===== src/design/cartesian_to_polar_relative_macros.svh =====
// Assertion macros used by the converter RTL (c2p_out).
// Needs signals named clk and rst_n in the module that expands them.
`ifndef CARTESIAN_TO_POLAR_RELATIVE_MACROS_SVH
`define CARTESIAN_TO_POLAR_RELATIVE_MACROS_SVH

// same-cycle implication, checked out of reset
`define C2P_ASSERT_IMPL(lbl, ante, cons, msg) \
  lbl: assert property (@(posedge clk) disable iff (!rst_n) (ante) |-> (cons)) else $error(msg);

// next-cycle implication, checked out of reset
`define C2P_ASSERT_NEXT(lbl, ante, cons, msg) \
  lbl: assert property (@(posedge clk) disable iff (!rst_n) (ante) |=> (cons)) else $error(msg);

`endif


===== src/design/c2p_pkg.sv =====
// Types, constants and the arctangent table of the relative polar converter.
// No dependencies.
package c2p_pkg;

  localparam int COORD_W    = 16;
  localparam int RAD_W      = COORD_W + 9;
  localparam int ANG_W      = 16;
  localparam int SQ_W       = 2 * COORD_W + 1;
  localparam int RAD_SHIFT  = 16;
  localparam int RADICAND_W = 2 * RAD_W;
  localparam int GUARD_W    = 16;
  localparam int CX_W       = COORD_W + GUARD_W + 4;
  localparam int TURN_W     = 32;
  localparam int Z_W        = TURN_W + 2;
  localparam int REM_W      = RAD_W + 3;
  localparam int NCELLS     = RAD_W;
  localparam int TAB_LEN    = 24;
  localparam int CFG_IDX_W  = 1;

  localparam logic [TURN_W-1:0] QUARTER_TURN  = 32'h4000_0000;
  localparam logic [TURN_W-1:0] HALF_TURN     = 32'h8000_0000;
  localparam logic [TURN_W-1:0] THREE_Q_TURN  = 32'hC000_0000;
  localparam logic [TURN_W-1:0] ROUND_HALF    = 32'h0000_8000;

  typedef enum logic [CFG_IDX_W-1:0] {
    REG_REF_X = 1'b0,
    REG_REF_Y = 1'b1
  } cfg_reg_t;

  typedef struct packed {
    logic [COORD_W-1:0] x_coord;
    logic [COORD_W-1:0] y_coord;
    logic               last_item;
  } in_word_t;

  typedef struct packed {
    logic [RAD_W-1:0] radius;
    logic [ANG_W-1:0] angle;
    logic             at_origin;
    logic             last_out;
  } out_word_t;

  typedef struct packed {
    logic neg_x;
    logic neg_y;
    logic zero_x;
    logic zero_y;
    logic last;
  } flags_t;

  typedef struct packed {
    logic [CX_W-1:0]       cx;
    logic [CX_W-1:0]       cy;
    logic [Z_W-1:0]        cz;
    logic [RADICAND_W-1:0] rad;
    logic [REM_W-1:0]      rem;
    logic [RAD_W-1:0]      root;
    flags_t                f;
  } cell_t;

  // atan(2^-i) as a Q32 fraction of a full turn
  function automatic logic [TURN_W-1:0] atan_turn(input int idx);
    case (idx)
      0:       return 32'h2000_0000;
      1:       return 32'h12E4_051E;
      2:       return 32'h09FB_385B;
      3:       return 32'h0511_11D4;
      4:       return 32'h028B_0D43;
      5:       return 32'h0145_D7E1;
      6:       return 32'h00A2_F61E;
      7:       return 32'h0051_7C55;
      8:       return 32'h0028_BE53;
      9:       return 32'h0014_5F2F;
      10:      return 32'h000A_2F98;
      11:      return 32'h0005_17CC;
      12:      return 32'h0002_8BE6;
      13:      return 32'h0001_45F3;
      14:      return 32'h0000_A2F9;
      15:      return 32'h0000_517C;
      16:      return 32'h0000_28BE;
      17:      return 32'h0000_145F;
      18:      return 32'h0000_0A2F;
      19:      return 32'h0000_0517;
      20:      return 32'h0000_028B;
      21:      return 32'h0000_0145;
      22:      return 32'h0000_00A2;
      23:      return 32'h0000_0051;
      default: return '0;
    endcase
  endfunction

endpackage


===== src/design/c2p_front.sv =====
// Front end: offset from the reference point, magnitudes, squares, radicand.
// Three pipeline stages; uses c2p_pkg.
module c2p_front import c2p_pkg::*; (
  input  logic               clk,
  input  logic               rst_n,
  input  logic               en,
  input  logic [COORD_W-1:0] ref_x,
  input  logic [COORD_W-1:0] ref_y,
  input  logic               v_in,
  input  in_word_t           w_in,
  output logic               v_out,
  output cell_t              d_out
);

  logic signed [COORD_W:0] dx, dy, adx, ady;

  logic               s1_v_r;
  logic [COORD_W-1:0] s1_a_r, s1_b_r;
  flags_t             s1_f_r;

  logic                 s2_v_r;
  logic [COORD_W-1:0]   s2_a_r, s2_b_r;
  logic [2*COORD_W-1:0] s2_asq_r, s2_bsq_r;
  flags_t               s2_f_r;

  logic [SQ_W-1:0] sum;
  logic            s3_v_r;
  cell_t           s3_r, s3_nxt;

  always_comb begin
    dx  = $signed({1'b0, w_in.x_coord}) - $signed({1'b0, ref_x});
    dy  = $signed({1'b0, w_in.y_coord}) - $signed({1'b0, ref_y});
    adx = dx[COORD_W] ? -dx : dx;
    ady = dy[COORD_W] ? -dy : dy;
  end

  always_comb begin
    sum          = SQ_W'(s2_asq_r) + SQ_W'(s2_bsq_r);
    s3_nxt.cx    = CX_W'({s2_a_r, {GUARD_W{1'b0}}});
    s3_nxt.cy    = CX_W'({s2_b_r, {GUARD_W{1'b0}}});
    s3_nxt.cz    = '0;
    s3_nxt.rad   = RADICAND_W'({sum, {RAD_SHIFT{1'b0}}});
    s3_nxt.rem   = '0;
    s3_nxt.root  = '0;
    s3_nxt.f     = s2_f_r;
  end

  always_ff @(posedge clk) begin
    if (!rst_n) begin
      s1_v_r <= 1'b0;
      s2_v_r <= 1'b0;
      s3_v_r <= 1'b0;
    end else if (en) begin
      s1_v_r <= v_in;
      s2_v_r <= s1_v_r;
      s3_v_r <= s2_v_r;
    end
  end

  always_ff @(posedge clk) begin
    if (en) begin
      s1_a_r        <= adx[COORD_W-1:0];
      s1_b_r        <= ady[COORD_W-1:0];
      s1_f_r.neg_x  <= dx[COORD_W];
      s1_f_r.neg_y  <= dy[COORD_W];
      s1_f_r.zero_x <= (dx == '0);
      s1_f_r.zero_y <= (dy == '0);
      s1_f_r.last   <= w_in.last_item;
      s2_a_r        <= s1_a_r;
      s2_b_r        <= s1_b_r;
      s2_asq_r      <= s1_a_r * s1_a_r;
      s2_bsq_r      <= s1_b_r * s1_b_r;
      s2_f_r        <= s1_f_r;
      s3_r          <= s3_nxt;
    end
  end

  assign v_out = s3_v_r;
  assign d_out = s3_r;

endmodule


===== config.mk =====
export PLATFORM = sky130hd
export DESIGN_NAME = c2p_front
export DESIGN_NICKNAME = d
export VERILOG_FILES = /design/src/design/cartesian_to_polar_relative_macros.svh /design/src/design/c2p_pkg.sv /design/src/design/c2p_front.sv
export SDC_FILE = /design/constraint.sdc
export NUM_CORES = 1
export LEC_CHECK = 0
export ABC_CLOCK_PERIOD_IN_PS = 7100
export BUFFER_PORTS_ARGS = -buffer_cell sky130_fd_sc_hd__buf_2
export CORE_MARGIN = 5
export CORE_UTILIZATION = 45
export CTS_BUF_LIST = sky130_fd_sc_hd__clkbuf_4
export DETAILED_ROUTE_END_ITERATION = 7
export GPL_TIMING_DRIVEN = 0
export PLACE_DENSITY = 0.7
export SLEW_MARGIN = 10
export SYNTH_ARGS = -nofsm -noshare
export SYNTH_HDL_FRONTEND = slang
export SYNTH_SLANG_ARGS = --single-unit

===== constraint.sdc =====
create_clock -name clk -period 7.1 [get_ports clk]
set_clock_uncertainty 0.05 [all_clocks]
set_input_delay 1.42 -clock clk [delete_from_list [all_inputs] [get_ports clk]]
set_output_delay 1.42 -clock clk [all_outputs]
set_load 0.02 [all_outputs]

==> metrics <==
Reg clk slew, reported paths 0.07 ns; DIE WIDTH around 250 um; largest net degree at the start of global routing 87; final hold viol count 0; nets@finish ~3500; Critical Path RT 7.64 ns; Yosys warning count 0; Max-Cap Viols 0; initial antenna violation count 3; final slew viol count 0; routed length per instance around 14 um; share of layout cells above drive strength 1 0.155; Synth area leaders fa_1 26%, edfxtp_1 24%, ha_1 13%, inv_1 8.5%, buf_4 4.3%; first-pass GRT wire length roughly 90000 um; # port buffers 139; Main synth FF type edfxtp_1; WP data arrival between 7 and 8 ns; post-synthesis mux area share 0.00209; worst-case clock buffer depth 3; crit share post-route 0.965; ys async rst share 0; post-synthesis adder-cell area fraction 0.392; Worst-Margin Slew 0.863 ns; post-route setup TNS 0 ns; Critical Path Start Type register; post-synthesis xor/xnor area fraction 0.0495; Hold Crit Depth 0; # rows between 80 and 90; largest family of logic cells by synthesized area adder cells; Hold Buf Count CTS 0; compound-cell area share of the yosys netlist 0.0774; leading area contributor after synthesis fa_1; max_slew headroom 0.419; Via-to-Cell Ratio 4.81; unrepaired setup endpoints after global routing false; GR Util All Layers 0.177; Iter 0 DRT Violations 922; WL met1 22700 um; CTS tree done; Layout area overhead 12.7%; post-synthesis cell type count ~70; grt ovf 0; DRC errors left 0; WL met2 26000 um; Final setup violation count 0; Top Layer Used met5; gpl congestion around 0.91; CTS Buf Count 56; Tmin final between 6 and 7 ns; FF+latch count, synth ~210; DRT Wirelength 53000 um; Detailed Place HPWL 43000 um; PnR worst setup slack ~0.25 ns; Post-Syn Instances 2508; H-tree level count 2; Routed Antenna Nets 0; Synth top area share 0.260; Crit Path Category reg2reg; critical path endpoint category register; full die area 60600 um^2; Post-Synth Simple-Gate Area 0.0970; clk_lat worst skew 0.78 ns; chip height 246 um; core area around 55000 um^2; CTS sink count approximately 210; root buffer cell clkbuf_4; peak fanout along the critical path 10; worst slack, placed -0.307 ns; vias in the first global route 18742; Ports approximately 280; synthesized area 25100 um^2; part of the Yosys area used for sequential elements 0.247; min-delay worst type reg2reg; drt pass-1 iters 5; syn avg cell area 10.0 um^2; r2r worst-path depth 23; Starting Density 0.455; DR WL met3 between 3000 and 4000 um; status complete, no violations; EDFF count, synth 204; routed via count 17611; Highest Clock Rate ~150 MHz
critical path: stages (launching register included):
cell	delay, ns
edfxtp_1	0.63
clkbuf_2	0.41
nand2_1	0.16
fa_1	0.50
inv_1	0.05
fa_1	0.52
inv_1	0.05
fa_1	0.39
inv_1	0.08
fa_1	0.44
fa_1	0.54
inv_1	0.05
fa_1	0.47
inv_1	0.04
ha_1	0.32
a21o_1	0.17
a21oi_1	0.23
o21a_1	0.16
o21ai_1	0.11
a21oi_1	0.25
o21bai_1	0.12
a2111o_1	0.44
a2111o_1	0.37
o211ai_1	0.10
worst paths after layout:
kind | start | slack (ns) | end
worst min-delay path | s2_b_r[5] | 0.37 | d_out[163]
worst max register to register | s1_b_r[9] | 0.25 | s2_bsq_r[21]
worst max-delay path | s1_b_r[9] | 0.25 | s2_bsq_r[21]
worst min register to register | s2_b_r[5] | 0.37 | d_out[163]
layout make-up:
type | count | area [um^2]
clock inverter | 24 | 176
fill | 5023 | 26900
antenna | 2 | 5.00
tap | 748 | 936
multi-input combinational | 1686 | 16100
clock buffer | 76 | 571
timing repair buffer | 162 | 918
inverter | 568 | 2130
buffer | 188 | 1290
sequential | 207 | 6190
what timing repair did:
item	CTS	global route
setup endpoints to repair	14	18
cloned	0	0
resized for setup	10	46
setup buffers	0	21
endpoints found under the hold margin	0	0
sequential cells by signal, indices dropped and copies added (netlist names):
register	flops
s2_a_r	16
d_out	70
s1_a_r	16
s2_f_r	5
s2_asq_r	30
s2_v_r	1
s1_f_r	5
s2_bsq_r	30
s2_b_r	16
v_out	1
s1_b_r	16
s1_v_r	1
kinds of logic after synthesis:
family,after synthesis
xor gates and xnor gates,141
muxes,5
DFF,207
and+or+nand+nor,511
adders and majority gates,591
AOI/OAI and AO/OA,294
buffers and inverters,758
other,1
metal layers:
layer | vias to the layer above | global-route usage
met3 | 74 | 0.0327
met1 | 8597 | 0.231
met2 | 518 | 0.306
met5 | - | 0
li1 | 8420 | -
met4 | 2 | 0.0453
Yosys cell counts, types with 4 or more instances:
cell type / n
a31oi_1: 8
nand2_1: 200
nor2_1: 97
ha_1: 265
o21ai_0: 38
o21a_1: 25
nand2b_1: 15
nor4_1: 4
nor2b_1: 28
a21o_1: 38
buf_4: 144
nand3_1: 22
o31ai_1: 10
and2_1: 87
o21bai_1: 12
and3_1: 8
inv_1: 566
clkbuf_1: 46
xnor2_1: 104
o21ai_1: 13
nor3_1: 18
or2_2: 10
nand4_1: 5
xor2_1: 36
a31o_2: 5
or3_1: 5
edfxtp_1: 204
o311ai_1: 4
fa_1: 326
o31a_1: 4
a211oi_1: 12
a21oi_1: 87
layout by cell type (no fill, tap or decap), types with 37 or more instances in the layout:
cell type / n
ha_1: 265
edfxtp_1: 204
and2_1: 87
a21o_1: 38
xnor2_1: 104
inv_1: 566
nor2_1: 97
nand2_1: 200
fa_1: 326
conb_1: 144
o21ai_0: 37
a21oi_1: 86
buf_4: 165
buf_2: 138
clkbuf_4: 77
stage by stage:
stage | util | cell area (um^2) | std cells | hold WS [ns]
after global placement | 0.494 | 27300 | 3538 | 0.351
final | 0.512 | 28300 | 3661 | 0.366
after CTS | 0.509 | 28100 | 3640 | 0.367
after global routing | 0.512 | 28300 | 3661 | 0.374
after detailed placement | 0.495 | 27300 | 3540 | 0.355
after floorplan | - | 25600 | 2651 | 0.350
Power is left out: the tool's default activity adds up to more than one toggle a clock period on the data nets, which glitch-free logic cannot reach.
