**config.mk**
```make
export PLATFORM = sky130hd
export DESIGN_NAME = c2p_out
export DESIGN_NICKNAME = d
export VERILOG_FILES = /design/src/design/c2p_pkg.sv /design/src/design/c2p_out.sv
export VERILOG_INCLUDE_DIRS = /design/src /design/src/design
export SDC_FILE = /design/constraint.sdc
export NUM_CORES = 1
export LEC_CHECK = 0
export ABC_AREA = 1
export BUFFER_PORTS_ARGS = -buffer_cell sky130_fd_sc_hd__buf_2
export CORE_ASPECT_RATIO = 0.6
export CORE_UTILIZATION = 47
export DETAILED_ROUTE_END_ITERATION = 8
export PLACE_DENSITY = 0.85
export SLEW_MARGIN = 20
export SYNTH_ARGS = -nofsm -noshare
export SYNTH_HDL_FRONTEND = slang
export SYNTH_SLANG_ARGS = --single-unit
```
**constraint.sdc**
```tcl
create_clock -name clk -period 4.7 [get_ports clk]
set_input_delay 0.705 -clock clk [delete_from_list [all_inputs] [get_ports clk]]
set_output_delay 0.705 -clock clk [all_outputs]
set_load 0.01 [all_outputs]
```
**src/design/cartesian_to_polar_relative_macros.svh**
```systemverilog
// Assertion macros used by the converter RTL (c2p_out).
// Needs signals named clk and rst_n in the module that expands them.
`ifndef CARTESIAN_TO_POLAR_RELATIVE_MACROS_SVH
`define CARTESIAN_TO_POLAR_RELATIVE_MACROS_SVH

// same-cycle implication, checked out of reset
`define C2P_ASSERT_IMPL(lbl, ante, cons, msg) \
  lbl: assert property (@(posedge clk) disable iff (!rst_n) (ante) |-> (cons)) else $error(msg);

// next-cycle implication, checked out of reset
`define C2P_ASSERT_NEXT(lbl, ante, cons, msg) \
  lbl: assert property (@(posedge clk) disable iff (!rst_n) (ante) |=> (cons)) else $error(msg);

`endif

```
**src/design/c2p_pkg.sv**
```systemverilog
// Types, constants and the arctangent table of the relative polar converter.
// No dependencies.
package c2p_pkg;

  localparam int COORD_W    = 16;
  localparam int RAD_W      = COORD_W + 9;
  localparam int ANG_W      = 16;
  localparam int SQ_W       = 2 * COORD_W + 1;
  localparam int RAD_SHIFT  = 16;
  localparam int RADICAND_W = 2 * RAD_W;
  localparam int GUARD_W    = 16;
  localparam int CX_W       = COORD_W + GUARD_W + 4;
  localparam int TURN_W     = 32;
  localparam int Z_W        = TURN_W + 2;
  localparam int REM_W      = RAD_W + 3;
  localparam int NCELLS     = RAD_W;
  localparam int TAB_LEN    = 24;
  localparam int CFG_IDX_W  = 1;

  localparam logic [TURN_W-1:0] QUARTER_TURN  = 32'h4000_0000;
  localparam logic [TURN_W-1:0] HALF_TURN     = 32'h8000_0000;
  localparam logic [TURN_W-1:0] THREE_Q_TURN  = 32'hC000_0000;
  localparam logic [TURN_W-1:0] ROUND_HALF    = 32'h0000_8000;

  typedef enum logic [CFG_IDX_W-1:0] {
    REG_REF_X = 1'b0,
    REG_REF_Y = 1'b1
  } cfg_reg_t;

  typedef struct packed {
    logic [COORD_W-1:0] x_coord;
    logic [COORD_W-1:0] y_coord;
    logic               last_item;
  } in_word_t;

  typedef struct packed {
    logic [RAD_W-1:0] radius;
    logic [ANG_W-1:0] angle;
    logic             at_origin;
    logic             last_out;
  } out_word_t;

  typedef struct packed {
    logic neg_x;
    logic neg_y;
    logic zero_x;
    logic zero_y;
    logic last;
  } flags_t;

  typedef struct packed {
    logic [CX_W-1:0]       cx;
    logic [CX_W-1:0]       cy;
    logic [Z_W-1:0]        cz;
    logic [RADICAND_W-1:0] rad;
    logic [REM_W-1:0]      rem;
    logic [RAD_W-1:0]      root;
    flags_t                f;
  } cell_t;

  // atan(2^-i) as a Q32 fraction of a full turn
  function automatic logic [TURN_W-1:0] atan_turn(input int idx);
    case (idx)
      0:       return 32'h2000_0000;
      1:       return 32'h12E4_051E;
      2:       return 32'h09FB_385B;
      3:       return 32'h0511_11D4;
      4:       return 32'h028B_0D43;
      5:       return 32'h0145_D7E1;
      6:       return 32'h00A2_F61E;
      7:       return 32'h0051_7C55;
      8:       return 32'h0028_BE53;
      9:       return 32'h0014_5F2F;
      10:      return 32'h000A_2F98;
      11:      return 32'h0005_17CC;
      12:      return 32'h0002_8BE6;
      13:      return 32'h0001_45F3;
      14:      return 32'h0000_A2F9;
      15:      return 32'h0000_517C;
      16:      return 32'h0000_28BE;
      17:      return 32'h0000_145F;
      18:      return 32'h0000_0A2F;
      19:      return 32'h0000_0517;
      20:      return 32'h0000_028B;
      21:      return 32'h0000_0145;
      22:      return 32'h0000_00A2;
      23:      return 32'h0000_0051;
      default: return '0;
    endcase
  endfunction

endpackage

```
**src/design/c2p_out.sv**
```systemverilog
// Back end: quadrant mapping, angle rounding, output register and skid word.
// Uses c2p_pkg and the assertion macros.
`include "cartesian_to_polar_relative_macros.svh"

module c2p_out import c2p_pkg::*; (
  input  logic      clk,
  input  logic      rst_n,
  input  logic      v_in,
  input  cell_t     d_in,
  output logic      adv,
  output logic      out_valid,
  input  logic      out_stall,
  output out_word_t out_data
);

  localparam logic signed [Z_W-1:0] QUARTER_Z = $signed(Z_W'(QUARTER_TURN));

  logic signed [Z_W-1:0] z;
  logic [TURN_W-1:0]     q, full, rnd;
  logic                  org;

  logic              fin_v_r;
  logic [TURN_W-1:0] fin_full_r;
  logic [RAD_W-1:0]  fin_rad_r;
  logic              fin_org_r, fin_last_r;

  out_word_t p;
  logic      take;
  logic      out_v_r, out_v_nxt, skid_v_r, skid_v_nxt;
  out_word_t out_r, out_nxt, skid_r, skid_nxt;

  always_comb begin
    z   = $signed(d_in.cz);
    org = d_in.f.zero_x && d_in.f.zero_y;
    if (z[Z_W-1]) begin
      q = '0;
    end else if (z > QUARTER_Z) begin
      q = QUARTER_TURN;
    end else begin
      q = z[TURN_W-1:0];
    end
    if (org) begin
      full = '0;
    end else if (d_in.f.zero_y) begin
      full = d_in.f.neg_x ? HALF_TURN : '0;
    end else if (d_in.f.zero_x) begin
      full = d_in.f.neg_y ? THREE_Q_TURN : QUARTER_TURN;
    end else if (!d_in.f.neg_x && !d_in.f.neg_y) begin
      full = q;
    end else if (d_in.f.neg_x && !d_in.f.neg_y) begin
      full = HALF_TURN - q;
    end else if (d_in.f.neg_x) begin
      full = HALF_TURN + q;
    end else begin
      full = '0 - q;
    end
  end

  always_comb begin
    rnd         = fin_full_r + ROUND_HALF;
    p.radius    = fin_rad_r;
    p.angle     = rnd[TURN_W-1 -: ANG_W];
    p.at_origin = fin_org_r;
    p.last_out  = fin_last_r;
  end

  always_comb begin
    take       = out_v_r && !out_stall;
    out_v_nxt  = out_v_r && !take;
    out_nxt    = out_r;
    skid_v_nxt = skid_v_r;
    skid_nxt   = skid_r;
    if (skid_v_r) begin
      if (take || !out_v_r) begin
        out_v_nxt  = 1'b1;
        out_nxt    = skid_r;
        skid_v_nxt = 1'b0;
      end
    end else if (!out_v_r || take) begin
      out_v_nxt = fin_v_r;
      out_nxt   = p;
    end else if (fin_v_r) begin
      out_v_nxt  = 1'b1;
      skid_v_nxt = 1'b1;
      skid_nxt   = p;
    end
  end

  assign adv = !skid_v_r;

  always_ff @(posedge clk) begin
    if (!rst_n) begin
      fin_v_r  <= 1'b0;
      out_v_r  <= 1'b0;
      skid_v_r <= 1'b0;
    end else begin
      if (adv) begin
        fin_v_r <= v_in;
      end
      out_v_r  <= out_v_nxt;
      skid_v_r <= skid_v_nxt;
    end
  end

  always_ff @(posedge clk) begin
    if (adv) begin
      fin_full_r <= full;
      fin_rad_r  <= d_in.root;
      fin_org_r  <= org;
      fin_last_r <= d_in.f.last;
    end
    out_r  <= out_nxt;
    skid_r <= skid_nxt;
  end

  assign out_valid = out_v_r;
  assign out_data  = out_r;

  `C2P_ASSERT_IMPL(a_skid_behind_out, skid_v_r, out_v_r, "skid word without output word")
  `C2P_ASSERT_IMPL(a_origin_zero, out_v_r && out_r.at_origin, out_r.angle == '0 && out_r.radius == '0, "origin word with nonzero angle or radius")
  `C2P_ASSERT_NEXT(a_skid_holds, skid_v_r && out_stall, skid_v_r && $stable(skid_r), "skid word lost under stall")
  `C2P_ASSERT_NEXT(a_skid_fills, !skid_v_r && fin_v_r && out_v_r && out_stall, skid_v_r, "finished word dropped under stall")

endmodule

```
==> impl_metrics.xml <==
<?xml version="1.0" encoding="UTF-8"?>
<metrics>
  <group name="run_status">
    <metric name="status" unit="">completed</metric>
  </group>
  <group name="synthesis">
    <metric name="ys_async_sr_fraction" unit="%">0</metric>
    <metric name="post_synthesis_compound_gate_area_fraction" unit="%">4.15</metric>
    <metric name="synth.yosys.seq_area_share" unit="%">67.4</metric>
    <metric name="yosys-mux-area-fraction" unit="%">0</metric>
    <metric name="synthDistinctLibCells" unit="">44</metric>
    <metric name="dominant_combinational_cell_family_by_area_after_synthesis" unit="">simple AND/OR/NAND/NOR gates</metric>
    <metric name="synth_warnings" unit="">0</metric>
    <metric name="netlist_area" unit="mm2">0.00588</metric>
    <metric name="synth.largest_area_cell" unit="">sky130_fd_sc_hd__edfxtp_1</metric>
    <metric name="syn_nets" unit="">743</metric>
    <metric name="netlist.area_leader.share" unit="%">66.4</metric>
    <metric name="synth_fa_ha_area_share" unit="%">0.213</metric>
    <metric name="synth_top_flop_cell" unit="">sky130_fd_sc_hd__edfxtp_1</metric>
    <metric name="synth_xor_xnor_area_share" unit="%">2.36</metric>
    <metric name="mapped_cells" unit="">524</metric>
    <metric name="synth_seq_cells" unit="">133</metric>
    <metric name="synth_area_per_cell" unit="um2">11.2</metric>
    <metric name="edff_count_synth" unit="">130</metric>
    <metric name="yosys.cell_count.top_type" unit="">sky130_fd_sc_hd__nand2_1</metric>
    <metric name="synth.top_cells.by_area" unit="">sky130_fd_sc_hd__edfxtp_1 (66%), sky130_fd_sc_hd__nand2_1 (11%), sky130_fd_sc_hd__nor2_1 (3.1%)</metric>
    <metric name="synth-simple-area-share" unit="%">21.6</metric>
    <metric name="ys_top_cells_by_count" unit="">sky130_fd_sc_hd__nand2_1 (177), sky130_fd_sc_hd__edfxtp_1 (130), sky130_fd_sc_hd__nor2_1 (48)</metric>
  </group>
  <group name="placement">
    <metric name="dpl-instance-area" unit="mm2">0.00661</metric>
    <metric name="port-buffer-count" unit="">112</metric>
    <metric name="post-dp-hpwl" unit="um">8070</metric>
    <metric name="gp_congestion" unit="">0.813</metric>
    <metric name="pre_cts_slack" unit="ns">1.95</metric>
    <metric name="post-place-cells" unit="">792</metric>
  </group>
  <group name="sta">
    <metric name="tns" unit="ns">0</metric>
    <metric name="rsz0062_at_grt" unit="">false</metric>
    <metric name="worst_pin_slew" unit="ns">0.808</metric>
    <metric name="timing.final.max_slew_violations" unit="">0</metric>
    <metric name="fin_skew" unit="ns">0.00990</metric>
    <metric name="final.period_utilization" unit="%">60.1</metric>
    <metric name="hold_viol" unit="">0</metric>
    <metric name="worst_slack_on_hold_paths" unit="ns">0.444</metric>
    <metric name="final.setup.worst_slack" unit="ns">1.87</metric>
    <metric name="fmax" unit="MHz">354</metric>
    <metric name="report.final.setup_viol" unit="">0</metric>
    <metric name="max_slew_margin" unit="%">45.9</metric>
    <metric name="final_period_minus_worst_setup_slack" unit="ns">2.83</metric>
  </group>
  <group name="global_route">
    <metric name="global_route_total_usage_across_every_layer" unit="%">18.5</metric>
    <metric name="grt_pass1_wl" unit="um">18300</metric>
    <metric name="grt_antenna_before_repair" unit="">0</metric>
    <metric name="grt_max_degree" unit="">55</metric>
    <metric name="vias_in_the_first_global_route" unit="">3803</metric>
    <metric name="grt_overflow_total" unit="">0</metric>
  </group>
  <group name="detailed_routing">
    <metric name="detailroute.via_count" unit="">4047</metric>
    <metric name="drt_pass_1_iters" unit="">5</metric>
    <metric name="drt_wl_total" unit="um">11500</metric>
    <metric name="detail-route-antenna-nets" unit="">0</metric>
    <metric name="vias_per_cell" unit="">4.91</metric>
    <metric name="avgRoutedWirePerCell" unit="um">13.9</metric>
    <metric name="drt_iter0_drc" unit="">254</metric>
    <metric name="post-route-drc-count" unit="">0</metric>
  </group>
  <group name="setup_path">
    <metric name="criticalPathCategory" unit="">reg2out</metric>
    <metric name="crit_fanout" unit="">54</metric>
    <metric name="cp-start-kind" unit="">flip-flop</metric>
    <metric name="worst_ep_arrival_time" unit="ns">2.12</metric>
    <metric name="worst_ep_required_time" unit="ns">3.99</metric>
    <metric name="crit_path_end_kind" unit="">primary output</metric>
  </group>
  <group name="floorplan">
    <metric name="fp.dieW" unit="um">146</metric>
    <metric name="die_area" unit="mm2">0.0130</metric>
    <metric name="floorplan.initialDensity" unit="%">48.4</metric>
    <metric name="floorplan_die_height" unit="um">88.6</metric>
    <metric name="rows" unit="">31</metric>
    <metric name="core_area" unit="mm2">0.0121</metric>
    <metric name="io-pin-count" unit="">263</metric>
  </group>
  <group name="final_layout">
    <metric name="antennaDiodeCount" unit="">0</metric>
    <metric name="final_util" unit="%">59.1</metric>
    <metric name="num-nets-final" unit="">865</metric>
    <metric name="final_area" unit="mm2">0.00717</metric>
    <metric name="area.growth.synth_to_final" unit="%">22.0</metric>
    <metric name="final_cells" unit="">824</metric>
    <metric name="drive_above_1_share" unit="%">29.4</metric>
  </group>
  <group name="cts">
    <metric name="clock_tree.htree_level_count" unit="">4</metric>
    <metric name="cts-hold-fix-buffers" unit="">0</metric>
    <metric name="cts_setup_buffers" unit="">0</metric>
    <metric name="cts_root_buffer" unit="">sky130_fd_sc_hd__clkbuf_16</metric>
    <metric name="insertion_delay" unit="ns">0.41</metric>
    <metric name="tritoncts" unit="">done</metric>
    <metric name="cts_max_path_buffers" unit="">2</metric>
    <metric name="cts-buffers-inserted" unit="">17</metric>
    <metric name="post_cts_resized" unit="">0</metric>
    <metric name="clk_pin_slew_worst_paths" unit="ns">0.06</metric>
    <metric name="cts_sinks" unit="">133</metric>
  </group>
  <group name="power">
    <metric name="p_leak" unit="nW">3.13</metric>
    <metric name="vdd.ir_drop.worst" unit="V">0.000242</metric>
    <metric name="totalPowerFinal" unit="mW">2.87</metric>
    <metric name="power_density" unit="mW/mm2">400</metric>
  </group>
  <group name="flow_run">
    <metric name="drv_cap" unit="">0</metric>
  </group>
  <group name="worst_hold_path">
    <metric name="hold_path.class" unit="">reg2reg</metric>
  </group>
</metrics>
-- cells in the final DEF, fill, tap and decap left out, drive strengths merged --
| master | instances |
|---|---|
| a31oi | 3 |
| a21oi | 14 |
| nor2 | 61 |
| xnor2 | 4 |
| nor3 | 7 |
| and2 | 1 |
| nor3b | 1 |
| dfxtp | 3 |
| ha | 1 |
| o21bai | 1 |
| or2 | 2 |
| inv | 46 |
| clkinv | 11 |
| o211ai | 5 |
| and3 | 1 |
| nand4 | 2 |
| clkbuf | 17 |
| nor4 | 1 |
| edfxtp | 130 |
| bufinv | 2 |
| xor2 | 11 |
| o21a | 1 |
| nand2 | 182 |
| o21ai | 16 |
| nand3 | 18 |
| buf | 116 |
| clkinvlp | 2 |
-- report_power, final --
part | total (mW) | switching [mW] | internal, mW
sequential | 1.40 | 0.0248 | 1.37
combinational | 0.233 | 0.146 | 0.0870
clock | 1.24 | 0.471 | 0.771
total | 2.87 | 0.641 | 2.23
-- sequential cells by signal (all words and copies together) (netlist names) --
register and cells:
fin_v_r 1, skid_v_r 1, out_data 43, fin_rad_r 25, fin_last_r 1, fin_full_r 17, skid_r 43, out_valid 1
fin_org_r 1
-- layout make-up --
cell class | count | area [um2]
Clock inverter | 15 | 140
Fill cell | 939 | 4970
Clock buffer | 17 | 425
Inverter | 46 | 173
Sequential cell | 133 | 3960
Tap cell | 165 | 206
Multi-Input combinational cell | 332 | 1670
Timing Repair Buffer | 116 | 591
-- logic make-up (layout without fill, tap and decap cells) --
kind of cell	after synthesis	after routing
AOI/OAI and AO/OA	40	40
xor gates and xnor gates	15	15
adders and majority gates	1	1
buffers and inverters	59	194
DFF	133	133
and+or+nand+nor	276	276
-- worst paths after layout --
kind,from,endpoint,slack [ns],depth (start not counted)
min,fin_rad_r[8],skid_r[26],0.44,0
min reg2reg,fin_rad_r[8],skid_r[26],0.44,0
max reg2reg,skid_v_r,skid_r[0],2.43,4
max,skid_v_r,adv,1.87,3
-- worst max-delay path, cell delays in order (launching register included) --
cell                      delay (ns)
sky130_fd_sc_hd__dfxtp_1        0.31
sky130_fd_sc_hd__inv_2          0.51
sky130_fd_sc_hd__buf_4          0.63
sky130_fd_sc_hd__buf_2          0.24
-- per-layer routing --
layer	share of wire [%]	global-route usage (%)	wire [um]
met2	48	29.4	5450
met3	5.7	5.00	649
met4	0.61	6.63	70
met5	0	0	0
met1	46	24.8	5280
No activity file was read; power rests on OpenSTA's default activity.
