### src/design/cartesian_to_polar_relative_macros.svh
// Assertion macros used by the converter RTL (c2p_out).
// Needs signals named clk and rst_n in the module that expands them.
`ifndef CARTESIAN_TO_POLAR_RELATIVE_MACROS_SVH
`define CARTESIAN_TO_POLAR_RELATIVE_MACROS_SVH

// same-cycle implication, checked out of reset
`define C2P_ASSERT_IMPL(lbl, ante, cons, msg) \
  lbl: assert property (@(posedge clk) disable iff (!rst_n) (ante) |-> (cons)) else $error(msg);

// next-cycle implication, checked out of reset
`define C2P_ASSERT_NEXT(lbl, ante, cons, msg) \
  lbl: assert property (@(posedge clk) disable iff (!rst_n) (ante) |=> (cons)) else $error(msg);

`endif

### src/design/c2p_pkg.sv
// Types, constants and the arctangent table of the relative polar converter.
// No dependencies.
package c2p_pkg;

  localparam int COORD_W    = 16;
  localparam int RAD_W      = COORD_W + 9;
  localparam int ANG_W      = 16;
  localparam int SQ_W       = 2 * COORD_W + 1;
  localparam int RAD_SHIFT  = 16;
  localparam int RADICAND_W = 2 * RAD_W;
  localparam int GUARD_W    = 16;
  localparam int CX_W       = COORD_W + GUARD_W + 4;
  localparam int TURN_W     = 32;
  localparam int Z_W        = TURN_W + 2;
  localparam int REM_W      = RAD_W + 3;
  localparam int NCELLS     = RAD_W;
  localparam int TAB_LEN    = 24;
  localparam int CFG_IDX_W  = 1;

  localparam logic [TURN_W-1:0] QUARTER_TURN  = 32'h4000_0000;
  localparam logic [TURN_W-1:0] HALF_TURN     = 32'h8000_0000;
  localparam logic [TURN_W-1:0] THREE_Q_TURN  = 32'hC000_0000;
  localparam logic [TURN_W-1:0] ROUND_HALF    = 32'h0000_8000;

  typedef enum logic [CFG_IDX_W-1:0] {
    REG_REF_X = 1'b0,
    REG_REF_Y = 1'b1
  } cfg_reg_t;

  typedef struct packed {
    logic [COORD_W-1:0] x_coord;
    logic [COORD_W-1:0] y_coord;
    logic               last_item;
  } in_word_t;

  typedef struct packed {
    logic [RAD_W-1:0] radius;
    logic [ANG_W-1:0] angle;
    logic             at_origin;
    logic             last_out;
  } out_word_t;

  typedef struct packed {
    logic neg_x;
    logic neg_y;
    logic zero_x;
    logic zero_y;
    logic last;
  } flags_t;

  typedef struct packed {
    logic [CX_W-1:0]       cx;
    logic [CX_W-1:0]       cy;
    logic [Z_W-1:0]        cz;
    logic [RADICAND_W-1:0] rad;
    logic [REM_W-1:0]      rem;
    logic [RAD_W-1:0]      root;
    flags_t                f;
  } cell_t;

  // atan(2^-i) as a Q32 fraction of a full turn
  function automatic logic [TURN_W-1:0] atan_turn(input int idx);
    case (idx)
      0:       return 32'h2000_0000;
      1:       return 32'h12E4_051E;
      2:       return 32'h09FB_385B;
      3:       return 32'h0511_11D4;
      4:       return 32'h028B_0D43;
      5:       return 32'h0145_D7E1;
      6:       return 32'h00A2_F61E;
      7:       return 32'h0051_7C55;
      8:       return 32'h0028_BE53;
      9:       return 32'h0014_5F2F;
      10:      return 32'h000A_2F98;
      11:      return 32'h0005_17CC;
      12:      return 32'h0002_8BE6;
      13:      return 32'h0001_45F3;
      14:      return 32'h0000_A2F9;
      15:      return 32'h0000_517C;
      16:      return 32'h0000_28BE;
      17:      return 32'h0000_145F;
      18:      return 32'h0000_0A2F;
      19:      return 32'h0000_0517;
      20:      return 32'h0000_028B;
      21:      return 32'h0000_0145;
      22:      return 32'h0000_00A2;
      23:      return 32'h0000_0051;
      default: return '0;
    endcase
  endfunction

endpackage

### src/design/c2p_cell.sv
// One cell of the chain: a CORDIC vectoring iteration (when IDX < STEPS) and one square-root digit.
// Uses c2p_pkg.
module c2p_cell import c2p_pkg::*; #(
  parameter int IDX   = 0,
  parameter int STEPS = 16
) (
  input  logic  clk,
  input  logic  rst_n,
  input  logic  en,
  input  logic  v_in,
  input  cell_t d_in,
  output logic  v_out,
  output cell_t d_out
);

  localparam logic signed [Z_W-1:0] ATAN_Z =
    $signed({{(Z_W-TURN_W){1'b0}}, atan_turn(IDX)});

  logic signed [CX_W-1:0] x, y, xs, ys;
  logic signed [Z_W-1:0]  z;
  logic [REM_W-1:0]       rem_sh, trial;

  logic  v_r;
  cell_t d_r, d_nxt;

  always_comb begin
    d_nxt = d_in;
    x     = $signed(d_in.cx);
    y     = $signed(d_in.cy);
    z     = $signed(d_in.cz);
    xs    = x >>> IDX;
    ys    = y >>> IDX;
    if (IDX < STEPS) begin
      if (!y[CX_W-1]) begin
        d_nxt.cx = x + ys;
        d_nxt.cy = y - xs;
        d_nxt.cz = z + ATAN_Z;
      end else begin
        d_nxt.cx = x - ys;
        d_nxt.cy = y + xs;
        d_nxt.cz = z - ATAN_Z;
      end
    end
    // restoring square root, two radicand bits per cell
    rem_sh    = {d_in.rem[REM_W-3:0], d_in.rad[RADICAND_W-1 -: 2]};
    trial     = REM_W'({d_in.root, 2'b01});
    d_nxt.rad = {d_in.rad[RADICAND_W-3:0], 2'b00};
    if (rem_sh >= trial) begin
      d_nxt.rem  = rem_sh - trial;
      d_nxt.root = {d_in.root[RAD_W-2:0], 1'b1};
    end else begin
      d_nxt.rem  = rem_sh;
      d_nxt.root = {d_in.root[RAD_W-2:0], 1'b0};
    end
  end

  always_ff @(posedge clk) begin
    if (!rst_n) begin
      v_r <= 1'b0;
    end else if (en) begin
      v_r <= v_in;
    end
  end

  always_ff @(posedge clk) begin
    if (en) begin
      d_r <= d_nxt;
    end
  end

  assign v_out = v_r;
  assign d_out = d_r;

endmodule

### config.mk
export PLATFORM = sky130hd
export DESIGN_NAME = c2p_cell
export DESIGN_NICKNAME = d
export VERILOG_FILES = /design/src/design/cartesian_to_polar_relative_macros.svh /design/src/design/c2p_pkg.sv /design/src/design/c2p_cell.sv
export SDC_FILE = /design/constraint.sdc
export NUM_CORES = 1
export LEC_CHECK = 0
export CAP_MARGIN = 20
export CORE_AREA = 3 3 168 170
export DETAILED_ROUTE_END_ITERATION = 7
export DIE_AREA = 0 0 171 173
export DONT_BUFFER_PORTS = 1
export GPL_ROUTABILITY_DRIVEN = 0
export PLACE_DENSITY = 0.67
export SLEW_MARGIN = 5
export SYNTH_ARGS = -nofsm -noshare
export SYNTH_HDL_FRONTEND = slang
export SYNTH_SLANG_ARGS = --single-unit
### constraint.sdc
create_clock -name clk -period 4.2 [get_ports clk]
set_input_delay 0.84 -clock clk [delete_from_list [all_inputs] [get_ports clk]]
set_output_delay 0.84 -clock clk [all_outputs]
set_load 0.1 [all_outputs]
==> impl_results.html, run 1 <==
<table>
<tr><th>Metric</th><th>Value</th></tr>
<tr><th colspan="2">Run status</th></tr>
<tr><td>Run status</td><td>finished, final reports clean</td></tr>
<tr><th colspan="2">Critical path</th></tr>
<tr><td>Worst path slowest cell</td><td>sky130_fd_sc_hd__fa_1</td></tr>
<tr><td>Gate family responsible for the most delay along the worst path</td><td>compound AO/OA/AOI/OAI gates</td></tr>
<tr><td>Number of buffer and inverter stages on the critical path</td><td>1</td></tr>
<tr><td>Critical path type</td><td>primary input to flop</td></tr>
<tr><td>WP depth</td><td>13</td></tr>
<tr><td>CP Data Required Time</td><td>4450 ps</td></tr>
<tr><td>R2r worst-path depth</td><td>2</td></tr>
<tr><td>Worst-path cell chain</td><td>ha_1, inv_1, fa_1, o21bai_1, o211ai_1, a211oi_2, o21ai_2, o2111a_1, a211oi_2, a221oi_4, o41ai_1, o311ai_1, xor2_1</td></tr>
<tr><td>Critical path launch point type</td><td>primary input</td></tr>
<tr><td>Slowest stage delay, CP</td><td>410 ps</td></tr>
<tr><td>Most common cell type on the critical path</td><td>sky130_fd_sc_hd__a211oi_2</td></tr>
<tr><td>Launching element of the worst setup path</td><td>d_in[142]</td></tr>
<tr><td>Arrival time reported for the critical path endpoint</td><td>around 3800 ps</td></tr>
<tr><td>Type of element capturing the critical path</td><td>flop</td></tr>
<tr><td>Critical-path maximum fanout</td><td>5</td></tr>
<tr><td>Beginning of the worst register-to-register path</td><td>v_out$_SDFFE_PN0P_</td></tr>
<tr><td>Setup slack, reg-to-reg</td><td>between 2000 and 3000 ps</td></tr>
<tr><th colspan="2">Synth</th></tr>
<tr><td>Async S/R FF share, synth</td><td>0%</td></tr>
<tr><td>Simple-gate portion of the synthesized area</td><td>roughly 9.9%</td></tr>
<tr><td>Share of synthesized area spent on multiplexers</td><td>roughly 1.7%</td></tr>
<tr><td>Most repeated cell in the gate-level netlist after synthesis</td><td>sky130_fd_sc_hd__edfxtp_1</td></tr>
<tr><td>Post-synthesis share of cell area spent on full adders, half adders and majority gates</td><td>about an eighth</td></tr>
<tr><td>Combinational family with the most area after synthesis</td><td>compound AO/OA/AOI/OAI gates</td></tr>
<tr><td>Cell count after synthesis</td><td>1444</td></tr>
<tr><td>Post-synthesis cell type count</td><td>85</td></tr>
<tr><td>Most frequently used flop master after synthesis</td><td>sky130_fd_sc_hd__edfxtp_1</td></tr>
<tr><td>Avg Inst Size Synth</td><td>10.0 sq um</td></tr>
<tr><td>Post-Synth XOR/XNOR Area</td><td>approximately 5.8%</td></tr>
<tr><td>Synth cell count leaders</td><td>211 x sky130_fd_sc_hd__edfxtp_1, 150 x sky130_fd_sc_hd__a21oi_1, 142 x sky130_fd_sc_hd__inv_1, 139 x sky130_fd_sc_hd__ha_1, 96 x sky130_fd_sc_hd__nor2_1</td></tr>
<tr><td>Area leader, netlist</td><td>sky130_fd_sc_hd__edfxtp_1</td></tr>
<tr><td>Sequential area share after synthesis</td><td>between 40% and 50%</td></tr>
<tr><td>Synth top area share</td><td>between 40% and 50%</td></tr>
<tr><td>Largest cells by area after synthesis</td><td>sky130_fd_sc_hd__edfxtp_1 44%, sky130_fd_sc_hd__ha_1 12%, sky130_fd_sc_hd__a21oi_1 5.2%</td></tr>
<tr><td>Count of state elements after synthesis</td><td>about 210</td></tr>
<tr><td>Area of the mapped netlist</td><td>approximately 14000 sq um</td></tr>
<tr><td>Number of enable flip-flop cells after synthesis</td><td>211</td></tr>
<tr><td>Yosys synthesis warning count</td><td>0</td></tr>
<tr><td>Fraction of the mapped netlist area in compound gates</td><td>a little over 20%</td></tr>
<tr><th colspan="2">Finish</th></tr>
<tr><td>Nets</td><td>1807</td></tr>
<tr><td>Number of standard cells in the final layout excluding fillers</td><td>1808</td></tr>
<tr><td>Share of cells above drive strength 1</td><td>just over 8%</td></tr>
<tr><td>Share of the core filled with cells in the final layout</td><td>roughly three fifths</td></tr>
<tr><td>Area Overhead vs Synth</td><td>8.57%</td></tr>
<tr><td>Design Area, Final</td><td>~16000 sq um</td></tr>
<tr><th colspan="2">Floorplan</th></tr>
<tr><td>DIE WIDTH</td><td>about 170 um</td></tr>
<tr><td>Number of placed I/O pins</td><td>433</td></tr>
<tr><td>Placeable Area</td><td>~27000 sq um</td></tr>
<tr><td>Core Rows</td><td>60</td></tr>
<tr><td>Die outline area</td><td>roughly 30000 sq um</td></tr>
<tr><td>Starting density of the core</td><td>between 50% and 60%</td></tr>
<tr><td>Die boundary height</td><td>between 150 and 200 um</td></tr>
<tr><th colspan="2">Global route</th></tr>
<tr><td>Final global-route overflow total</td><td>0</td></tr>
<tr><td>GRT Util Overall</td><td>between 20% and 30%</td></tr>
<tr><td>Maximum number of pins on one net before global-route repair</td><td>~210</td></tr>
<tr><td>Global-route wire length before repair</td><td>approximately 62 mm</td></tr>
<tr><td>Via count of the first global-routing pass</td><td>approximately 11k</td></tr>
<tr><td>Initial antenna violation count</td><td>6</td></tr>
<tr><th colspan="2">Power and ir drop</th></tr>
<tr><td>Power spent charging and discharging nets</td><td>about 3.7 mW</td></tr>
<tr><td>Switching share of power</td><td>between 40% and 50%</td></tr>
<tr><td>Internal Pwr Total</td><td>4.45 mW</td></tr>
<tr><td>Total power draw</td><td>8.11 mW</td></tr>
<tr><td>Relative contribution of the clock network to total power</td><td>~26%</td></tr>
<tr><td>Maximum VDD drop</td><td>0.000394 V</td></tr>
<tr><td>PD cells</td><td>slightly above 500 nW/um^2</td></tr>
<tr><td>Leak Pwr</td><td>between 6 and 7 nW</td></tr>
<tr><td>Relative contribution of sequential cells to total power</td><td>between 50 and 60%</td></tr>
<tr><td>Fraction of power consumed by combinational cells</td><td>16.4%</td></tr>
<tr><th colspan="2">Route</th></tr>
<tr><td>Number of remaining DRC errors</td><td>0</td></tr>
<tr><td>Via density per instance</td><td>5.99</td></tr>
<tr><td>Detailed Routing Iterations Pass 1</td><td>5</td></tr>
<tr><td>Detailed Route Iter0 Violations</td><td>just under 1k</td></tr>
<tr><td>Post-detailed-route count of antenna-violating nets</td><td>0</td></tr>
<tr><td>Post-DR wirelength/cell</td><td>about 24 um</td></tr>
<tr><td>Via count</td><td>approximately 11k</td></tr>
<tr><td>Detailed-route wire length</td><td>42.9 mm</td></tr>
<tr><th colspan="2">Job</th></tr>
<tr><td>Max cap viols</td><td>0</td></tr>
<tr><th colspan="2">Place</th></tr>
<tr><td>Minimum setup slack after placement</td><td>115 ps</td></tr>
<tr><td>Number of placed instances, taps included</td><td>between 1.5k and 2k</td></tr>
<tr><td>Cell Area, Placed</td><td>between 10000 and 15000 sq um</td></tr>
<tr><td>Estimated wirelength of the detail-placed design</td><td>34.1 mm</td></tr>
<tr><td>Count of input and output buffers</td><td>0</td></tr>
<tr><th colspan="2">CTS</th></tr>
<tr><td># Post-CTS Setup Buffers</td><td>0</td></tr>
<tr><td>Longest Clk Path Bufs</td><td>3</td></tr>
<tr><td>Total of hold buffers inserted after clock tree synthesis</td><td>0</td></tr>
<tr><td>Clock H-tree levels</td><td>1</td></tr>
<tr><td>CTS tree</td><td>yes</td></tr>
<tr><td>Clk slew on worst S/H paths</td><td>60 ps</td></tr>
<tr><td>CTS Buf Count</td><td>24</td></tr>
<tr><td>Clock Root Buffer</td><td>sky130_fd_sc_hd__clkbuf_16</td></tr>
<tr><td>Clock net sink count</td><td>212</td></tr>
<tr><td>Clock latency on the worst-skew pair</td><td>between 500 and 600 ps</td></tr>
<tr><td>Count of instances resized after the clock tree is built</td><td>0</td></tr>
<tr><th colspan="2">STA</th></tr>
<tr><td>Slew at the pin closest to its max-slew limit</td><td>about 1100 ps</td></tr>
<tr><td>Highest clock rate</td><td>around 280 MHz</td></tr>
<tr><td>Worst slew margin relative to its limit</td><td>approximately 28%</td></tr>
<tr><td>Setup WS post-layout</td><td>between 600 and 700 ps</td></tr>
<tr><td>Hold slack final</td><td>approximately 400 ps</td></tr>
<tr><td>Setup repair after global routing missed its margin</td><td>false</td></tr>
<tr><td>Share of the clock period used by the worst path after layout</td><td>roughly 86%</td></tr>
<tr><td>Setup TNS</td><td>0 ps</td></tr>
<tr><td>Final number of hold-violating endpoints</td><td>0</td></tr>
<tr><td>Number of endpoints failing setup at the final stage</td><td>0</td></tr>
<tr><td>Total count of max-transition violations in the final report</td><td>0</td></tr>
<tr><td>Setup clock skew after layout</td><td>0 ps</td></tr>
<tr><td>Minimum period implied by the final worst setup slack</td><td>roughly 3600 ps</td></tr>
<tr><th colspan="2">Hold path</th></tr>
<tr><td>Hold Startpoint</td><td>d_in[98]</td></tr>
<tr><td>Hold Crit Depth</td><td>0</td></tr>
<tr><td>Class of the tightest hold or removal check</td><td>primary input to flop</td></tr>
</table>
## area by class of cell
cell class | count | area [sq um]
diodes | 3 | 7.51
multi-input cells | 1023 | 7270
clock inverters | 16 | 163
inverters | 147 | 553
well taps | 341 | 427
flip-flops and latches | 212 | 6360
repair buffers | 38 | 318
clock buffers | 28 | 637
fillers | 2266 | 11100
## worst paths after layout
path / endpoint
worst min register to register: v_out$_SDFFE_PN0P_
worst min-delay path: d_out[100]$_DFFE_PP_
worst max register to register: v_out$_SDFFE_PN0P_
worst max-delay path: d_out[212]$_DFFE_PP_
## power groups by stage
stage | clock [mW] | sequential (mW) | combinational [mW]
after floorplan | 0 | 4.64 | 1.01
after global placement | 0 | 4.74 | 1.30
after detailed placement | 0 | 4.74 | 1.30
after CTS | 2.15 | 4.70 | 1.31
after global routing | 2.25 | 4.71 | 1.46
final | 2.08 | 4.70 | 1.33
## layer usage
layer / track usage (%) / vias to the layer above / part of all wire (%)
met5: 0 / - / 0.063
met4: 11.0 / 4 / 4.3
met1: 29.4 / 5056 / 35
met2: 48.2 / 501 / 50
met3: 10.4 / 98 / 11
li1: - / 5175 / -
## flip-flops by register name, summed over array words and instances, names as in the netlist
name	cells
d_out	211
v_out	1
## cells in the final DEF, fill, tap and decap left out, drive strengths merged, types with 12 or more instances in the layout
cell type and count:
o211ai 12, clkbuf 28, o21ai 117, nor2 96, a31oi 13, a211oi 12, xnor2 65, ha 139
mux2i 22, edfxtp 211, a21o 41, nand2 90, nand3 22, nor3 19, buf 38, xor2 31
nand2b 15, o21bai 30, nor2b 19, inv 146, a21oi 151
## kinds of logic (layout without fill, tap and decap cells)
kind of cell	Yosys count	after routing
AOI/OAI and AO/OA	453	453
xor gates and xnor gates	96	96
adders and majority gates	143	143
buffers and inverters	210	229
DFF	212	212
muxes	24	24
other	1	5
and+or+nand+nor	305	305
Note: power is estimated with default switching activity, not from simulation.
==> run 2: changes to the inputs <==
CORE_AREA = default   (was 3 3 168 170)
CORE_MARGIN = 3   (was default)
CORE_UTILIZATION = 45   (was default)
DIE_AREA = default   (was 0 0 171 173)
PLACE_DENSITY = 0.58   (was 0.67)
==> run 2 against run 1 <==
Effect of this change:
- count of clock-buffer cells in the layout rose by 1
- final area is 0.46% higher
- final cell count up 3.5%
- critical path type unchanged
- via count rose by 0.17%
- largest power group unchanged
- combinational power barely moved
- wire length is 4.5% higher
- non-clock buffer count is 6 higher
- sequential power about the same
- sequential cell count stayed put
- die area grew 16%
==> impl_results.html, run 2 (same netlist as run 1, synthesis figures left out) <==
<table>
<tr><th>Metric</th><th>Value</th></tr>
<tr><th colspan="2">Place</th></tr>
<tr><td>Estimated wirelength of the detail-placed design</td><td>between 30 and 40 mm</td></tr>
<tr><td>Number of placed instances, taps included</td><td>approximately 1.8k</td></tr>
<tr><td>Count of input and output buffers</td><td>0</td></tr>
<tr><th colspan="2">Global route</th></tr>
<tr><td>Initial antenna violation count</td><td>4</td></tr>
<tr><td>Global-route wire length before repair</td><td>64.5 mm</td></tr>
<tr><td>GRT Util Overall</td><td>24.8%</td></tr>
<tr><td>Maximum number of pins on one net before global-route repair</td><td>about 210</td></tr>
<tr><td>Via count of the first global-routing pass</td><td>10.5k</td></tr>
<tr><td>Final global-route overflow total</td><td>0</td></tr>
<tr><th colspan="2">Finish</th></tr>
<tr><td>Number of standard cells in the final layout excluding fillers</td><td>roughly 1.9k</td></tr>
<tr><td>Number of flip-flops under the largest register name</td><td>approximately 210</td></tr>
<tr><td>Most frequent standard cell in the layout excluding fill and tap cells</td><td>sky130_fd_sc_hd__edfxtp_1</td></tr>
<tr><td>Share of the core filled with cells in the final layout</td><td>50.0%</td></tr>
<tr><td>Commonest cells after routing, fill and taps aside</td><td>211 x sky130_fd_sc_hd__edfxtp_1, 150 x sky130_fd_sc_hd__a21oi_1, 141 x sky130_fd_sc_hd__inv_1</td></tr>
<tr><td>Number of fill cells</td><td>around 2.9k</td></tr>
<tr><td>Area Overhead vs Synth</td><td>9.08%</td></tr>
<tr><td>Nets</td><td>roughly 1.8k</td></tr>
<tr><td>Share of cells above drive strength 1</td><td>under 10%</td></tr>
<tr><th colspan="2">Critical path</th></tr>
<tr><td>Arrival time reported for the critical path endpoint</td><td>3830 ps</td></tr>
<tr><td>CP Data Required Time</td><td>between 4000 and 5000 ps</td></tr>
<tr><td>Critical-path maximum fanout</td><td>5</td></tr>
<tr><td>Type of element capturing the critical path</td><td>flop</td></tr>
<tr><td>Critical path launch point type</td><td>primary input</td></tr>
<tr><td>Critical path type</td><td>primary input to flop</td></tr>
<tr><th colspan="2">Power and ir drop</th></tr>
<tr><td>PD cells</td><td>~500 nW/um^2</td></tr>
<tr><td>Leak Pwr</td><td>6.51 nW</td></tr>
<tr><td>Total power draw</td><td>approximately 8 mW</td></tr>
<tr><td>Maximum VDD drop</td><td>approximately 0.00041 V</td></tr>
<tr><th colspan="2">Route</th></tr>
<tr><td>Post-DR wirelength/cell</td><td>around 24 um</td></tr>
<tr><td>Via count</td><td>roughly 11k</td></tr>
<tr><td>Detailed Routing Iterations Pass 1</td><td>5</td></tr>
<tr><td>Detailed-route wire length</td><td>about 45 mm</td></tr>
<tr><td>Detailed Route Iter0 Violations</td><td>around 930</td></tr>
<tr><td>Post-detailed-route count of antenna-violating nets</td><td>0</td></tr>
<tr><td>Via density per instance</td><td>approximately 5.8</td></tr>
<tr><td>Number of remaining DRC errors</td><td>0</td></tr>
<tr><th colspan="2">STA</th></tr>
<tr><td>Setup clock skew after layout</td><td>0 ps</td></tr>
<tr><td>Minimum period implied by the final worst setup slack</td><td>about 3600 ps</td></tr>
<tr><td>Slew at the pin closest to its max-slew limit</td><td>between 1000 and 1500 ps</td></tr>
<tr><td>Number of endpoints failing setup at the final stage</td><td>0</td></tr>
<tr><td>Setup TNS</td><td>0 ps</td></tr>
<tr><td>Highest clock rate</td><td>roughly 280 MHz</td></tr>
<tr><td>Total count of max-transition violations in the final report</td><td>0</td></tr>
<tr><td>Final number of hold-violating endpoints</td><td>0</td></tr>
<tr><td>Share of the clock period used by the worst path after layout</td><td>between 80% and 90%</td></tr>
<tr><td>Worst slew margin relative to its limit</td><td>29.2%</td></tr>
<tr><td>Setup repair after global routing missed its margin</td><td>false</td></tr>
<tr><th colspan="2">Run status</th></tr>
<tr><td>Run status</td><td>finished, final reports clean</td></tr>
<tr><th colspan="2">CTS</th></tr>
<tr><td>CTS Buf Count</td><td>24</td></tr>
<tr><td>Clock Root Buffer</td><td>sky130_fd_sc_hd__clkbuf_16</td></tr>
<tr><td>Clk slew on worst S/H paths</td><td>60 ps</td></tr>
<tr><td>Total of hold buffers inserted after clock tree synthesis</td><td>0</td></tr>
<tr><td>Clock net sink count</td><td>~210</td></tr>
<tr><td>Clock H-tree levels</td><td>1</td></tr>
<tr><td>CTS tree</td><td>yes</td></tr>
<tr><td># Post-CTS Setup Buffers</td><td>0</td></tr>
<tr><td>Count of instances resized after the clock tree is built</td><td>0</td></tr>
<tr><td>Clock latency on the worst-skew pair</td><td>530 ps</td></tr>
<tr><td>Longest Clk Path Bufs</td><td>3</td></tr>
<tr><th colspan="2">Floorplan</th></tr>
<tr><td>Starting density of the core</td><td>around 46%</td></tr>
<tr><td>Placeable Area</td><td>31600 sq um</td></tr>
<tr><td>Number of placed I/O pins</td><td>~430</td></tr>
<tr><td>Die boundary height</td><td>around 190 um</td></tr>
<tr><td>Core Rows</td><td>between 60 and 70</td></tr>
<tr><td>Die outline area</td><td>between 30000 and 40000 sq um</td></tr>
<tr><td>DIE WIDTH</td><td>185 um</td></tr>
<tr><th colspan="2">Job</th></tr>
<tr><td>Max cap viols</td><td>0</td></tr>
<tr><th colspan="2">Hold path</th></tr>
<tr><td>Class of the tightest hold or removal check</td><td>primary input to flop</td></tr>
</table>
[run 2: stage by stage]
| stage | hold slack [ps] | area [sq um] | worst slack (ps) |
|---|---|---|---|
| global route | 371 | 15800 | 467 |
| global placement | 939 | 15000 | 157 |
| finish | 404 | 15800 | 638 |
| floorplan | 939 | 14500 | 607 |
| CTS | 377 | 15800 | 653 |
| detailed placement | 939 | 15000 | 105 |
[run 2: path summary, 6_finish.rpt]
path / startpoint / endpoint / slack [ps] / cells after the start
max: d_in[142] / d_out[212]$_DFFE_PP_ / 640 / 13
min: d_in[84] / d_out[86]$_DFFE_PP_ / 400 / 0
max reg2reg: v_out$_SDFFE_PN0P_ / v_out$_SDFFE_PN0P_ / 2890 / 2
min reg2reg: v_out$_SDFFE_PN0P_ / v_out$_SDFFE_PN0P_ / 1020 / 2
[run 2: cell type report]
class	count	area [sq um]	area share (%)
multi-input combinational	1023	7270	46.0
sequential	212	6360	40.2
clock buffer	29	641	4.05
inverter	147	553	3.50
tap	402	503	3.18
timing repair buffer	44	363	2.30
clock inverter	11	108	0.681
antenna	4	10.0	0.0633
[run 2: per-layer routing]
layer  GRT usage (%)  wire length (um)  vias up
li1                -                 -     5184
met1            27.4             16300     5140
met2            44.6             23000      453
met3            8.23              4160       75
met4            8.43              1390        0
met5               0                 0        -
[run 2: critical path: stages]
cell and delay, ps:
sky130_fd_sc_hd__ha_1 180, sky130_fd_sc_hd__inv_1 70, sky130_fd_sc_hd__fa_1 410, sky130_fd_sc_hd__o21bai_1 210, sky130_fd_sc_hd__o211ai_1 180, sky130_fd_sc_hd__a211oi_2 400
sky130_fd_sc_hd__o21ai_2 140, sky130_fd_sc_hd__o2111a_1 300, sky130_fd_sc_hd__a211oi_2 360, sky130_fd_sc_hd__a221oi_4 150, sky130_fd_sc_hd__o41ai_1 280, sky130_fd_sc_hd__o311ai_1 170
sky130_fd_sc_hd__xor2_1 160
[run 2: report_power, final]
part | internal (mW) | switching, mW
registers | 2.69 | 2.00
clock network | 1.20 | 0.826
logic | 0.550 | 0.806
total | 4.43 | 3.63
==> run 3: changes to the inputs <==
PLACE_DENSITY = 0.6   (was 0.58)
clock period = 3.25 ns   (was 4.2 ns; I/O delays follow)
==> run 3 against run 2 <==
Effect of this change:
- utilization increased by 3.8 points
- sequential power increased by 29%
- non-clock buffer count increased by 152
- final area increased by 7.7%
- critical path depth increased by 1
- critical endpoint is now d_out[176]$_DFFE_PP_
- largest cell class unchanged
==> impl_results.html, run 3 (same netlist as run 1, synthesis figures left out) <==
<table>
<tr><th>Metric</th><th>Value</th></tr>
<tr><th colspan="2">STA</th></tr>
<tr><td>Minimum period implied by the final worst setup slack</td><td>roughly 3100 ps</td></tr>
<tr><td>Share of the clock period used by the worst path after layout</td><td>96.5%</td></tr>
<tr><td>Worst slew margin relative to its limit</td><td>about a quarter</td></tr>
<tr><td>Highest clock rate</td><td>approximately 320 MHz</td></tr>
<tr><td>Slew at the pin closest to its max-slew limit</td><td>1100 ps</td></tr>
<tr><td>Setup WS post-layout</td><td>about 110 ps</td></tr>
<tr><td>Setup clock skew after layout</td><td>0 ps</td></tr>
<tr><td>Total count of max-transition violations in the final report</td><td>0</td></tr>
<tr><td>Number of endpoints failing setup at the final stage</td><td>0</td></tr>
<tr><td>Final number of hold-violating endpoints</td><td>0</td></tr>
<tr><td>Setup TNS</td><td>0 ps</td></tr>
<tr><td>Setup repair after global routing missed its margin</td><td>false</td></tr>
<tr><th colspan="2">Run status</th></tr>
<tr><td>Run status</td><td>finished, final reports clean</td></tr>
<tr><th colspan="2">Floorplan</th></tr>
<tr><td>Placeable Area</td><td>between 30000 and 40000 sq um</td></tr>
<tr><td>Core Rows</td><td>between 60 and 70</td></tr>
<tr><td>Number of placed I/O pins</td><td>433</td></tr>
<tr><td>Die boundary height</td><td>185 um</td></tr>
<tr><td>DIE WIDTH</td><td>around 190 um</td></tr>
<tr><td>Starting density of the core</td><td>45.8%</td></tr>
<tr><td>Die outline area</td><td>34400 sq um</td></tr>
<tr><th colspan="2">Global route</th></tr>
<tr><td>Global-route wire length before repair</td><td>between 60 and 70 mm</td></tr>
<tr><td>GRT Util Overall</td><td>about a quarter</td></tr>
<tr><td>Via count of the first global-routing pass</td><td>~11k</td></tr>
<tr><td>Final global-route overflow total</td><td>0</td></tr>
<tr><td>Maximum number of pins on one net before global-route repair</td><td>~210</td></tr>
<tr><td>Initial antenna violation count</td><td>8</td></tr>
<tr><th colspan="2">Finish</th></tr>
<tr><td>Number of standard cells in the final layout excluding fillers</td><td>between 2k and 2.5k</td></tr>
<tr><td>Number of flip-flops under the largest register name</td><td>about 210</td></tr>
<tr><td>Commonest cells after routing, fill and taps aside</td><td>211 x sky130_fd_sc_hd__edfxtp_1, 193 x sky130_fd_sc_hd__buf_4, 150 x sky130_fd_sc_hd__a21oi_1</td></tr>
<tr><td>Share of cells above drive strength 1</td><td>approximately 17%</td></tr>
<tr><td>Nets</td><td>between 1.5k and 2k</td></tr>
<tr><td>Area Overhead vs Synth</td><td>17.5%</td></tr>
<tr><td>Most frequent standard cell in the layout excluding fill and tap cells</td><td>sky130_fd_sc_hd__edfxtp_1</td></tr>
<tr><th colspan="2">Critical path</th></tr>
<tr><td>CP Data Required Time</td><td>between 3000 and 4000 ps</td></tr>
<tr><td>Setup slack, reg-to-reg</td><td>around 1900 ps</td></tr>
<tr><td>Arrival time reported for the critical path endpoint</td><td>approximately 3400 ps</td></tr>
<tr><td>R2r worst-path depth</td><td>2</td></tr>
<tr><td>Critical path launch point type</td><td>primary input</td></tr>
<tr><td>Beginning of the worst register-to-register path</td><td>v_out$_SDFFE_PN0P_</td></tr>
<tr><td>Critical-path maximum fanout</td><td>4</td></tr>
<tr><td>End of the worst register-to-register path</td><td>v_out$_SDFFE_PN0P_</td></tr>
<tr><td>Type of element capturing the critical path</td><td>flop</td></tr>
<tr><td>Critical path type</td><td>primary input to flop</td></tr>
<tr><th colspan="2">Place</th></tr>
<tr><td>Minimum setup slack after placement</td><td>-448 ps</td></tr>
<tr><td>Count of input and output buffers</td><td>0</td></tr>
<tr><td>Estimated wirelength of the detail-placed design</td><td>37.0 mm</td></tr>
<tr><td>Number of placed instances, taps included</td><td>a little under 2k</td></tr>
<tr><th colspan="2">Hold path</th></tr>
<tr><td>Hold Crit Depth</td><td>0</td></tr>
<tr><td>Class of the tightest hold or removal check</td><td>primary input to flop</td></tr>
<tr><td>Worst Hold Path EP</td><td>d_out[24]$_DFFE_PP_</td></tr>
<tr><td>Hold Startpoint</td><td>d_in[23]</td></tr>
<tr><th colspan="2">CTS</th></tr>
<tr><td>Clock latency on the worst-skew pair</td><td>roughly 510 ps</td></tr>
<tr><td>Clk slew on worst S/H paths</td><td>approximately 50 ps</td></tr>
<tr><td>Clock H-tree levels</td><td>1</td></tr>
<tr><td>Count of instances resized after the clock tree is built</td><td>0</td></tr>
<tr><td>CTS tree</td><td>yes</td></tr>
<tr><td>Clock Root Buffer</td><td>sky130_fd_sc_hd__clkbuf_16</td></tr>
<tr><td>Longest Clk Path Bufs</td><td>3</td></tr>
<tr><td>CTS Buf Count</td><td>24</td></tr>
<tr><td>Clock net sink count</td><td>roughly 210</td></tr>
<tr><td>Total of hold buffers inserted after clock tree synthesis</td><td>0</td></tr>
<tr><td># Post-CTS Setup Buffers</td><td>0</td></tr>
<tr><th colspan="2">Route</th></tr>
<tr><td>Via density per instance</td><td>between 5 and 6</td></tr>
<tr><td>Routed length on met3</td><td>4.31 mm</td></tr>
<tr><td>Detailed Route Iter0 Violations</td><td>around 700</td></tr>
<tr><td>Met1 Routed Length</td><td>16.2 mm</td></tr>
<tr><td>Met2 Wirelength</td><td>roughly 23 mm</td></tr>
<tr><td>Via count</td><td>roughly 11k</td></tr>
<tr><td>Number of remaining DRC errors</td><td>0</td></tr>
<tr><td>Detailed Routing Iterations Pass 1</td><td>5</td></tr>
<tr><td>Highest routed metal layer</td><td>met5</td></tr>
<tr><td>Post-DR wirelength/cell</td><td>22.7 um</td></tr>
<tr><td>Post-detailed-route count of antenna-violating nets</td><td>0</td></tr>
<tr><td>Detailed-route wire length</td><td>46.0 mm</td></tr>
<tr><th colspan="2">Power and ir drop</th></tr>
<tr><td>PD cells</td><td>around 630 nW/um^2</td></tr>
<tr><td>Maximum VDD drop</td><td>0.000524 V</td></tr>
<tr><td>Leak Pwr</td><td>around 7.3 nW</td></tr>
<tr><td>Total power draw</td><td>approximately 11 mW</td></tr>
<tr><th colspan="2">Job</th></tr>
<tr><td>Max cap viols</td><td>0</td></tr>
</table>
[run 3: changes by cell type in the layout (fill, tap and decap cells not counted), sizes merged]
cell,before,now
buf,44,196
bufinv,2,3
clkbuf,29,27
clkinv,10,9
diode,4,6
inv,143,144
[run 3: cell type report]
cell class,count,area [sq um]
Antenna cell,6,15.0
Tap cell,402,503
Fill cell,2797,14600
Multi-Input combinational cell,1023,7290
Clock buffer,27,633
Clock inverter,12,148
Sequential cell,212,6360
Inverter,147,553
Timing Repair Buffer,196,1520
[run 3: stage by stage]
step                      util (%)  instance area [sq um]  hold slack [ps]
after floorplan                  -                  14500              749
after CTS                     53.7                  17000              194
after global placement        51.2                  16200              749
final                         53.8                  17000              222
after global routing          53.8                  17000              196
after detailed placement      51.2                  16200              749
[run 3: power breakdown]
part           internal, mW  leakage [nW]  switching (mW)  total, mW
Combinational         0.910          4.82            1.11       2.02
Clock                  1.63         0.370            1.06       2.69
Sequential             3.47          2.07            2.58       6.06
[run 3: how the worst max path moves through the flow]
| stage | startpoint | endpoint | slack, ps | cells after the start |
|---|---|---|---|---|
| after floorplan | d_in[142] | d_out[212]$_DFFE_PP_ | -60 | 13 |
| after global placement | d_in[142] | d_out[212]$_DFFE_PP_ | -380 | 14 |
| after detailed placement | d_in[142] | d_out[212]$_DFFE_PP_ | -450 | 14 |
| after CTS | d_in[142] | d_out[212]$_DFFE_PP_ | 60 | 14 |
| after global routing | d_in[142] | d_out[176]$_DFFE_PP_ | 40 | 14 |
| final | d_in[142] | d_out[176]$_DFFE_PP_ | 110 | 14 |
[run 3: layer usage]
metal | global-route usage, % | up-vias
li1 | - | 5490
met1 | 27.3 | 5349
met2 | 45.6 | 489
met3 | 7.93 | 97
met4 | 12.4 | 4
met5 | 0 | -
[run 3: critical path: stages]
cell	delay [ps]
sky130_fd_sc_hd__ha_2	190
sky130_fd_sc_hd__inv_1	70
sky130_fd_sc_hd__fa_2	360
sky130_fd_sc_hd__o21bai_2	160
sky130_fd_sc_hd__o211ai_1	140
sky130_fd_sc_hd__a211oi_2	220
sky130_fd_sc_hd__buf_4	170
sky130_fd_sc_hd__o21ai_2	80
sky130_fd_sc_hd__o2111a_1	290
sky130_fd_sc_hd__a211oi_2	310
sky130_fd_sc_hd__a221oi_4	150
sky130_fd_sc_hd__o41ai_2	240
sky130_fd_sc_hd__o221ai_1	200
sky130_fd_sc_hd__xor2_1	170
